### src/aes128_block_cipher_unit_macros.svh
// Assertion shorthands shared by the cipher unit.
`ifndef AES128_BLOCK_CIPHER_UNIT_MACROS_SVH
`define AES128_BLOCK_CIPHER_UNIT_MACROS_SVH

// Same-cycle implication, sampled on clk, off during reset.
`define AES_ASSERT_NOW(lbl, ante, cons, msg) \
  lbl: assert property (@(posedge clk) disable iff (rst) (ante) |-> (cons)) else $error(msg);

// Next-cycle implication, sampled on clk, off during reset.
`define AES_ASSERT_NEXT(lbl, ante, cons, msg) \
  lbl: assert property (@(posedge clk) disable iff (rst) (ante) |=> (cons)) else $error(msg);

`endif

### src/aes128_pkg.sv
package aes128_pkg;

  localparam int ROUNDS = 10;
  localparam int NUM_RK = ROUNDS + 1;
  localparam logic [3:0] LAST_STEP = 4'(ROUNDS);
  localparam logic [7:0] RCON_INIT = 8'h01;

  // Shift control for one ring cell.
  typedef struct packed {
    logic fwd;
    logic back;
  } cell_ctl_t;

  // Step control for the round unit.
  typedef struct packed {
    logic load;
    logic step;
    logic first;
    logic last;
    logic decrypt;
  } rnd_ctl_t;

  localparam logic [7:0] SBOX [256] = '{
    8'h63, 8'h7c, 8'h77, 8'h7b, 8'hf2, 8'h6b, 8'h6f, 8'hc5,
    8'h30, 8'h01, 8'h67, 8'h2b, 8'hfe, 8'hd7, 8'hab, 8'h76,
    8'hca, 8'h82, 8'hc9, 8'h7d, 8'hfa, 8'h59, 8'h47, 8'hf0,
    8'had, 8'hd4, 8'ha2, 8'haf, 8'h9c, 8'ha4, 8'h72, 8'hc0,
    8'hb7, 8'hfd, 8'h93, 8'h26, 8'h36, 8'h3f, 8'hf7, 8'hcc,
    8'h34, 8'ha5, 8'he5, 8'hf1, 8'h71, 8'hd8, 8'h31, 8'h15,
    8'h04, 8'hc7, 8'h23, 8'hc3, 8'h18, 8'h96, 8'h05, 8'h9a,
    8'h07, 8'h12, 8'h80, 8'he2, 8'heb, 8'h27, 8'hb2, 8'h75,
    8'h09, 8'h83, 8'h2c, 8'h1a, 8'h1b, 8'h6e, 8'h5a, 8'ha0,
    8'h52, 8'h3b, 8'hd6, 8'hb3, 8'h29, 8'he3, 8'h2f, 8'h84,
    8'h53, 8'hd1, 8'h00, 8'hed, 8'h20, 8'hfc, 8'hb1, 8'h5b,
    8'h6a, 8'hcb, 8'hbe, 8'h39, 8'h4a, 8'h4c, 8'h58, 8'hcf,
    8'hd0, 8'hef, 8'haa, 8'hfb, 8'h43, 8'h4d, 8'h33, 8'h85,
    8'h45, 8'hf9, 8'h02, 8'h7f, 8'h50, 8'h3c, 8'h9f, 8'ha8,
    8'h51, 8'ha3, 8'h40, 8'h8f, 8'h92, 8'h9d, 8'h38, 8'hf5,
    8'hbc, 8'hb6, 8'hda, 8'h21, 8'h10, 8'hff, 8'hf3, 8'hd2,
    8'hcd, 8'h0c, 8'h13, 8'hec, 8'h5f, 8'h97, 8'h44, 8'h17,
    8'hc4, 8'ha7, 8'h7e, 8'h3d, 8'h64, 8'h5d, 8'h19, 8'h73,
    8'h60, 8'h81, 8'h4f, 8'hdc, 8'h22, 8'h2a, 8'h90, 8'h88,
    8'h46, 8'hee, 8'hb8, 8'h14, 8'hde, 8'h5e, 8'h0b, 8'hdb,
    8'he0, 8'h32, 8'h3a, 8'h0a, 8'h49, 8'h06, 8'h24, 8'h5c,
    8'hc2, 8'hd3, 8'hac, 8'h62, 8'h91, 8'h95, 8'he4, 8'h79,
    8'he7, 8'hc8, 8'h37, 8'h6d, 8'h8d, 8'hd5, 8'h4e, 8'ha9,
    8'h6c, 8'h56, 8'hf4, 8'hea, 8'h65, 8'h7a, 8'hae, 8'h08,
    8'hba, 8'h78, 8'h25, 8'h2e, 8'h1c, 8'ha6, 8'hb4, 8'hc6,
    8'he8, 8'hdd, 8'h74, 8'h1f, 8'h4b, 8'hbd, 8'h8b, 8'h8a,
    8'h70, 8'h3e, 8'hb5, 8'h66, 8'h48, 8'h03, 8'hf6, 8'h0e,
    8'h61, 8'h35, 8'h57, 8'hb9, 8'h86, 8'hc1, 8'h1d, 8'h9e,
    8'he1, 8'hf8, 8'h98, 8'h11, 8'h69, 8'hd9, 8'h8e, 8'h94,
    8'h9b, 8'h1e, 8'h87, 8'he9, 8'hce, 8'h55, 8'h28, 8'hdf,
    8'h8c, 8'ha1, 8'h89, 8'h0d, 8'hbf, 8'he6, 8'h42, 8'h68,
    8'h41, 8'h99, 8'h2d, 8'h0f, 8'hb0, 8'h54, 8'hbb, 8'h16
  };

  localparam logic [7:0] RSBOX [256] = '{
    8'h52, 8'h09, 8'h6a, 8'hd5, 8'h30, 8'h36, 8'ha5, 8'h38,
    8'hbf, 8'h40, 8'ha3, 8'h9e, 8'h81, 8'hf3, 8'hd7, 8'hfb,
    8'h7c, 8'he3, 8'h39, 8'h82, 8'h9b, 8'h2f, 8'hff, 8'h87,
    8'h34, 8'h8e, 8'h43, 8'h44, 8'hc4, 8'hde, 8'he9, 8'hcb,
    8'h54, 8'h7b, 8'h94, 8'h32, 8'ha6, 8'hc2, 8'h23, 8'h3d,
    8'hee, 8'h4c, 8'h95, 8'h0b, 8'h42, 8'hfa, 8'hc3, 8'h4e,
    8'h08, 8'h2e, 8'ha1, 8'h66, 8'h28, 8'hd9, 8'h24, 8'hb2,
    8'h76, 8'h5b, 8'ha2, 8'h49, 8'h6d, 8'h8b, 8'hd1, 8'h25,
    8'h72, 8'hf8, 8'hf6, 8'h64, 8'h86, 8'h68, 8'h98, 8'h16,
    8'hd4, 8'ha4, 8'h5c, 8'hcc, 8'h5d, 8'h65, 8'hb6, 8'h92,
    8'h6c, 8'h70, 8'h48, 8'h50, 8'hfd, 8'hed, 8'hb9, 8'hda,
    8'h5e, 8'h15, 8'h46, 8'h57, 8'ha7, 8'h8d, 8'h9d, 8'h84,
    8'h90, 8'hd8, 8'hab, 8'h00, 8'h8c, 8'hbc, 8'hd3, 8'h0a,
    8'hf7, 8'he4, 8'h58, 8'h05, 8'hb8, 8'hb3, 8'h45, 8'h06,
    8'hd0, 8'h2c, 8'h1e, 8'h8f, 8'hca, 8'h3f, 8'h0f, 8'h02,
    8'hc1, 8'haf, 8'hbd, 8'h03, 8'h01, 8'h13, 8'h8a, 8'h6b,
    8'h3a, 8'h91, 8'h11, 8'h41, 8'h4f, 8'h67, 8'hdc, 8'hea,
    8'h97, 8'hf2, 8'hcf, 8'hce, 8'hf0, 8'hb4, 8'he6, 8'h73,
    8'h96, 8'hac, 8'h74, 8'h22, 8'he7, 8'had, 8'h35, 8'h85,
    8'he2, 8'hf9, 8'h37, 8'he8, 8'h1c, 8'h75, 8'hdf, 8'h6e,
    8'h47, 8'hf1, 8'h1a, 8'h71, 8'h1d, 8'h29, 8'hc5, 8'h89,
    8'h6f, 8'hb7, 8'h62, 8'h0e, 8'haa, 8'h18, 8'hbe, 8'h1b,
    8'hfc, 8'h56, 8'h3e, 8'h4b, 8'hc6, 8'hd2, 8'h79, 8'h20,
    8'h9a, 8'hdb, 8'hc0, 8'hfe, 8'h78, 8'hcd, 8'h5a, 8'hf4,
    8'h1f, 8'hdd, 8'ha8, 8'h33, 8'h88, 8'h07, 8'hc7, 8'h31,
    8'hb1, 8'h12, 8'h10, 8'h59, 8'h27, 8'h80, 8'hec, 8'h5f,
    8'h60, 8'h51, 8'h7f, 8'ha9, 8'h19, 8'hb5, 8'h4a, 8'h0d,
    8'h2d, 8'he5, 8'h7a, 8'h9f, 8'h93, 8'hc9, 8'h9c, 8'hef,
    8'ha0, 8'he0, 8'h3b, 8'h4d, 8'hae, 8'h2a, 8'hf5, 8'hb0,
    8'hc8, 8'heb, 8'hbb, 8'h3c, 8'h83, 8'h53, 8'h99, 8'h61,
    8'h17, 8'h2b, 8'h04, 8'h7e, 8'hba, 8'h77, 8'hd6, 8'h26,
    8'he1, 8'h69, 8'h14, 8'h63, 8'h55, 8'h21, 8'h0c, 8'h7d
  };

  // Multiply by x in GF(2^8).
  function automatic logic [7:0] xtime(input logic [7:0] b);
    return {b[6:0], 1'b0} ^ (b[7] ? 8'h1b : 8'h00);
  endfunction

  // Byte i of the state sits at bits 127-8i down.
  function automatic logic [127:0] shift_layer(input logic [127:0] s, input logic inv);
    logic [127:0] t;
    int src;
    t = '0;
    for (int c = 0; c < 4; c++) begin
      for (int r = 0; r < 4; r++) begin
        src = inv ? (r + 4 * ((c - r) & 3)) : (r + 4 * ((c + r) & 3));
        t[127 - 8 * (r + 4 * c) -: 8] = s[127 - 8 * src -: 8];
      end
    end
    return t;
  endfunction

  function automatic logic [127:0] sub_layer(input logic [127:0] s, input logic inv);
    logic [127:0] t;
    logic [7:0] b;
    t = '0;
    for (int i = 0; i < 16; i++) begin
      b = s[127 - 8 * i -: 8];
      t[127 - 8 * i -: 8] = inv ? RSBOX[b] : SBOX[b];
    end
    return t;
  endfunction

  function automatic logic [127:0] mix_layer(input logic [127:0] s, input logic inv);
    logic [127:0] t;
    logic [7:0] a [4];
    logic [7:0] x2 [4];
    logic [7:0] x4 [4];
    logic [7:0] x8 [4];
    logic [7:0] m0, m1, m2, m3;
    t = '0;
    for (int c = 0; c < 4; c++) begin
      for (int j = 0; j < 4; j++) begin
        a[j] = s[127 - 8 * (4 * c + j) -: 8];
        x2[j] = xtime(a[j]);
        x4[j] = xtime(x2[j]);
        x8[j] = xtime(x4[j]);
      end
      for (int r = 0; r < 4; r++) begin
        if (inv) begin
          m0 = x8[r] ^ x4[r] ^ x2[r];
          m1 = x8[(r + 1) & 3] ^ x2[(r + 1) & 3] ^ a[(r + 1) & 3];
          m2 = x8[(r + 2) & 3] ^ x4[(r + 2) & 3] ^ a[(r + 2) & 3];
          m3 = x8[(r + 3) & 3] ^ a[(r + 3) & 3];
        end else begin
          m0 = x2[r];
          m1 = x2[(r + 1) & 3] ^ a[(r + 1) & 3];
          m2 = a[(r + 2) & 3];
          m3 = a[(r + 3) & 3];
        end
        t[127 - 8 * (4 * c + r) -: 8] = m0 ^ m1 ^ m2 ^ m3;
      end
    end
    return t;
  endfunction

  // One step of the key schedule: round key r to round key r+1.
  function automatic logic [127:0] next_key(input logic [127:0] k, input logic [7:0] rc);
    logic [31:0] w0, w1, w2, w3, t;
    w0 = k[127:96];
    w1 = k[95:64];
    w2 = k[63:32];
    w3 = k[31:0];
    t = {SBOX[w3[23:16]] ^ rc, SBOX[w3[15:8]], SBOX[w3[7:0]], SBOX[w3[31:24]]};
    w0 = w0 ^ t;
    w1 = w1 ^ w0;
    w2 = w2 ^ w1;
    w3 = w3 ^ w2;
    return {w0, w1, w2, w3};
  endfunction

endpackage

### src/aes128_cell.sv
module aes128_cell (
  input  logic                  clk,
  input  aes128_pkg::cell_ctl_t ctl,
  input  logic [127:0]          from_left,
  input  logic [127:0]          from_right,
  output logic [127:0]          q
);
  import aes128_pkg::*;

  // Take the neighbor's round key in the direction of rotation
  always_ff @(posedge clk) begin
    if (ctl.fwd) begin
      q <= from_right;
    end else if (ctl.back) begin
      q <= from_left;
    end
  end

endmodule

### config.mk
export PLATFORM = sky130hd
export DESIGN_NAME = aes128_cell
export DESIGN_NICKNAME = d
export VERILOG_FILES = /design/src/aes128_block_cipher_unit_macros.svh /design/src/aes128_pkg.sv /design/src/aes128_cell.sv
export SDC_FILE = /design/constraint.sdc
export NUM_CORES = 1
export LEC_CHECK = 0
export BUFFER_PORTS_ARGS = -buffer_cell sky130_fd_sc_hd__buf_2
export CAP_MARGIN = 15
export CORE_AREA = 2 2 149 151
export DETAILED_ROUTE_END_ITERATION = 12
export DIE_AREA = 0 0 151 153
export GPL_TIMING_DRIVEN = 1
export PLACE_DENSITY = 0.59
export RECOVER_POWER = 25
export SLEW_MARGIN = 20
export SYNTH_ARGS = -nofsm -noshare
export SYNTH_HDL_FRONTEND = slang
export SYNTH_SLANG_ARGS = --single-unit
### constraint.sdc
create_clock -name clk -period 2.7 [get_ports clk]
set_input_delay 0.135 -clock clk [delete_from_list [all_inputs] [get_ports clk]]
set_output_delay 0.135 -clock clk [all_outputs]
set_load 0.1 [all_outputs]
==> impl_metrics.tcl, run 1 <==
set metrics [dict create \
    synth_area_um2 5443 \
    min_to "q[50]" \
    die_width_um 151 \
    peakVddDrop_uv 369.9 \
    fin_area_um2 8327 \
    layout_common_cells "385 x buf_2, 128 x edfxtp_1, 127 x mux2_2, 17 x clkbuf_16, 6 x bufinv_16" \
    period_share 0.7189 \
    p_leak_nw 3.685 \
    synth_top_family_by_area "multiplexers" \
    yosys.area_share.simple 0.001149 \
    wirelength_mm 15.13 \
    hp-class "primary input to register" \
    cts_resized 0 \
    antenna_found_initial 0 \
    cts_max_level 4 \
    fmax_ghz 0.5152 \
    synth_compound_area_frac 0 \
    numCtsBuffers 17 \
    rsz0062_at_grt "no" \
    cellPowerDensity_nw_per_um2 882.7 \
    fin_nets 928 \
    regArea_um2 3844 \
    cp-end-kind "register" \
    drtIter0Drc 180 \
    ioPinCount 387 \
    grt_pass1_wl_mm 21.80 \
    max_stage_delay_ns 0.89 \
    synth_top_area_cell "edfxtp_1" \
    worst_setup_path_start_kind "primary input" \
    fillCellCount 2077 \
    ys_ff_latch 128 \
    reg.largest.list "q x128" \
    critical_path.slowest_cell "clkbuf_4" \
    track_usage 0.1273 \
    tightest_slew_ns 0.9597 \
    layout.cells.non_filler 961 \
    maxSlewViolCount 0 \
    cts.sinks 128 \
    tns_ns 0 \
    drive_above_1_share 0.8003 \
    finalHoldViolations 0 \
    syn_avg_cell_area_um2 20.08 \
    power.total_mw 7.350 \
    synth_top_area_share 0.7062 \
    dp_hpwl_mm 11.41 \
    grt_max_degree 129 \
    drc 0 \
    dp_slack_ns 1.195 \
    drtPass1Iterations 4 \
    top_register "q" \
    synth.distinct_cells 5 \
    route.detailed.wl_per_inst_um 15.75 \
    final_common_cell "buf_2" \
    portBuffers 386 \
    ant_nets 0 \
    dpl_cell_area_um2 7639 \
    cp_cell_sequence "clkbuf_1, clkbuf_4, mux2_2" \
    holdPathStages 2 \
    core_area_um2 21490 \
    cap_violations 0 \
    relSlewSlack 0.3602 \
    status "finished, final reports clean" \
    holdWs_ns 0.02701 \
    crit_path_max_fanout 68 \
    grt_pass1_vias 4049 \
    synth_xor_area_frac 0 \
    dp.cells 926 \
    syn_inst 271 \
    worst_slack_ns 0.7591 \
    cts.clk_slew.worst_paths_ns 0.06 \
    muxShareOfSynthArea 0.2648 \
    largest_reg_flops 128 \
    hp-start "from_left[50]" \
    synth_warnings 0 \
    synthesis.nets 530 \
    period_needed_ns 1.941 \
    synth_fa_ha_area_frac 0 \
    syn_to_final_growth_pct 52.99 \
    fp.dieH_um 153 \
    clk_path_buf_depth 2 \
    dieArea_um2 23100 \
    core.rowCount 54 \
    criticalPathCategory "primary input to register" \
    num_vias 3917 \
    n_antenna_cell 0 \
    overflow 0 \
    arrival_ns 2.09 \
    synth_area_leaders "edfxtp_1 71%, mux2_2 26%, buf_6 2.7%" \
    cp.required_ns 2.85 \
    avgViaCountPerCell 4.076 \
    initial_core_util 0.2533 \
    multiInputGateArea_um2 1450 \
    place.gp.congestion 0.7323 \
    cts_tree "done" \
    utilization 0.3875 \
    yosysSeqAreaShare 0.7062 \
    cts_root_buffer "clkbuf_16" \
    finalSetupViolations 0 \
]
[critical path, delay by kind of cell]
family | cells | cell delay [ns]
buf+inv | 2 | 1.44
mux | 1 | 0.42
[logic make-up after synthesis]
family / count (synthesis)
muxes: 128
DFF: 128
and+or+nand+nor: 1
buffers and inverters: 14
[cell usage after synthesis]
| cell | n |
|---|---|
| buf_2 | 1 |
| buf_6 | 13 |
| edfxtp_1 | 128 |
| mux2_2 | 128 |
| or2_2 | 1 |
[timing repair]
| item | in CTS | in global routing |
|---|---|---|
| hold endpoints to repair | 1 | 3 |
| endpoints found under the setup margin | 0 | 0 |
| hold buffers | 1 | 3 |
| buffers inserted | 0 | 0 |
[final cells by class]
class	count	area share
flip-flops and latches	128	0.4616
repair buffers	393	0.2424
multi-input cells	129	0.1742
clock buffers	18	0.05154
well taps	280	0.04207
clock inverters	13	0.02825
[metal layers]
metal / global-route usage / up-vias / wire length [um]
met3: 0.05612 / 15 / 1669
met5: 0 / - / 0
li1: - / 1868 / -
met2: 0.2297 / 240 / 7904
met1: 0.1294 / 1794 / 5328
met4: 0.04406 / 0 / 231
[report_power, final]
group / internal (mW) / switching (mW)
Clock: 1.73 / 0.866
Sequential: 2.44 / 0.0541
Combinational: 0.412 / 1.84
[how the worst max path moves through the flow]
stage	slack [ns]	cells past startpoint	start	endpoint
2_1_floorplan	0.28	3	ctl[1]	q[0]
3_3_place_gp	1.21	3	ctl[1]	q[101]
3_5_place_dp	1.20	3	ctl[1]	q[101]
4_1_cts	1.29	1	q[40]	q[40]
5_1_grt	0.65	3	ctl[1]	q[99]
6_report	0.76	3	ctl[1]	q[99]
(Power assumes the default switching activity.)
==> run 2, diff against run 1 <==
--- a/config.mk
+++ b/config.mk
@@ -7,11 +7,11 @@
 export LEC_CHECK = 0
 export BUFFER_PORTS_ARGS = -buffer_cell sky130_fd_sc_hd__buf_2
 export CAP_MARGIN = 15
-export CORE_AREA = 2 2 149 151
+export CORE_AREA = 2 2 148 150
 export DETAILED_ROUTE_END_ITERATION = 12
-export DIE_AREA = 0 0 151 153
+export DIE_AREA = 0 0 150 152
 export GPL_TIMING_DRIVEN = 1
-export PLACE_DENSITY = 0.59
+export PLACE_DENSITY = 0.62
 export RECOVER_POWER = 25
 export SLEW_MARGIN = 20
 export SYNTH_ARGS = -nofsm -noshare
==> constraint.sdc (replaced) <==
create_clock -name clk -period 1.6 [get_ports clk]
set_input_delay 0.08 -clock clk [delete_from_list [all_inputs] [get_ports clk]]
set_output_delay 0.08 -clock clk [all_outputs]
set_load 0.1 [all_outputs]
==> run 2 against run 1 <==
Effect of this change: the flow now stops in clock tree synthesis (4_1_cts); area after synthesis unchanged; synthesized cell count unchanged.
==> impl_metrics.tcl, run 2 <==
set metrics [dict create \
    synth_top_area_share 0.7062 \
    initial_core_util 0.2549 \
    place.gp.congestion 0.8223 \
    synth-main-ff-cell "edfxtp_1" \
    yosys-top-cells-count "128 x edfxtp_1, 128 x mux2_2, 13 x buf_6" \
    die_width_um 150 \
    synth_enable_flop_cells 128 \
    numCtsBuffers 17 \
    synth_compound_area_frac 0 \
    synth_area_leaders "edfxtp_1 71%, mux2_2 26%, buf_6 2.7%" \
    synth.distinct_cells 5 \
    haltStage "clock tree synthesis (4_1_cts)" \
    clk_path_buf_depth 2 \
    cts_hold_buf 196 \
    dp.cells 938 \
    status "did not finish" \
    ioPinCount 387 \
    muxShareOfSynthArea 0.2648 \
    synth_area_um2 5443 \
    synth_warnings 0 \
    portBuffers 386 \
    ys_ff_latch 128 \
    tool.error "[ERROR RSZ-0060] Max buffer count reached." \
    dp_hpwl_mm 12.38 \
    cts_setup_buffers 0 \
    synth_top_family_by_area "multiplexers" \
    synth-async-reset-ratio 0 \
    cts_root_buffer "clkbuf_16" \
    cts.sinks 128 \
    synth_top_area_cell "edfxtp_1" \
    synthesis.nets 530 \
    syn_inst 271 \
    yosys.area_share.simple 0.001149 \
    synth_fa_ha_area_frac 0 \
    synth_xor_area_frac 0 \
    core.rowCount 54 \
    cts_resized 0 \
    yosysSeqAreaShare 0.7062 \
    syn_avg_cell_area_um2 20.08 \
    cts_max_level 4 \
    dp_slack_ns 0.2807 \
    fp.dieH_um 152 \
]
[run 2: cell counts after synthesis]
No cell type changed its count.
[run 2: metrics by stage]
stage	hold WS [ns]	instance area, um2
after floorplan	0.2998	5458
after global placement	0.3815	7741
after detailed placement	0.3843	7741
[run 2: logic make-up after synthesis]
group	Yosys count
simple gates	1
buf+inv	14
mux	128
flops	128
==> run 3, diff against run 2 <==
--- a/config.mk
+++ b/config.mk
@@ -11,7 +11,7 @@
 export DETAILED_ROUTE_END_ITERATION = 12
 export DIE_AREA = 0 0 150 152
 export GPL_TIMING_DRIVEN = 1
-export PLACE_DENSITY = 0.62
+export PLACE_DENSITY_LB_ADDON = 0.15
 export RECOVER_POWER = 25
 export SLEW_MARGIN = 20
 export SYNTH_ARGS = -nofsm -noshare
==> constraint.sdc (replaced) <==
create_clock -name clk -period 2.1 [get_ports clk]
set_input_delay 0.105 -clock clk [delete_from_list [all_inputs] [get_ports clk]]
set_output_delay 0.105 -clock clk [all_outputs]
set_load 0.1 [all_outputs]
==> run 3 against run 2 <==
Effect of this change: the run again fails in clock tree synthesis (4_1_cts); synthesized cell count unchanged; area after synthesis stayed put.
==> impl_metrics.tcl, run 3 <==
set metrics [dict create \
    cts_root_buffer "clkbuf_16" \
    cts_resized 0 \
    ioPinCount 387 \
    syn_avg_cell_area_um2 20.08 \
    yosysSeqAreaShare 0.7062 \
    cts_setup_buffers 0 \
    dp_hpwl_mm 12.16 \
    synth_top_area_cell "edfxtp_1" \
    synth_area_um2 5443 \
    initial_core_util 0.2549 \
    synth.distinct_cells 5 \
    synth_area_leaders "edfxtp_1 71%, mux2_2 26%, buf_6 2.7%" \
    cts_hold_buf 193 \
    cts_max_level 4 \
    place.gp.congestion 0.7475 \
    synth-async-reset-ratio 0 \
    portBuffers 386 \
    synth_warnings 0 \
    core.rowCount 54 \
    synth_top_area_share 0.7062 \
    tool.error "[ERROR RSZ-0060] Max buffer count reached." \
    yosys-top-cells-count "128 x edfxtp_1, 128 x mux2_2, 13 x buf_6" \
    cts.sinks 128 \
    haltStage "clock tree synthesis (4_1_cts)" \
    die_width_um 150 \
    synth-main-ff-cell "edfxtp_1" \
    numCtsBuffers 17 \
    status "did not finish" \
    synth_enable_flop_cells 128 \
    clk_path_buf_depth 2 \
    syn_inst 271 \
    ys_ff_latch 128 \
    fp.dieH_um 152 \
    synthesis.nets 530 \
]
==> run 3: cell counts after synthesis <==
Identical to the previous run, type by type.
==> run 3: cell families after synthesis <==
logic type	synth area share
mux	0.2648
flops	0.7062
buf+inv	0.02782
simple gates	0.001150
==> run 3: stage by stage <==
step / area, um2 / setup WS, ns / util / cells / hold WS, ns
floorplan: 5445 / 0.3533 / - / 271 / 0.3248
global placement: 7676 / 0.8035 / 0.3595 / 931 / 0.4060
detailed placement: 7676 / 0.7785 / 0.3595 / 931 / 0.4091
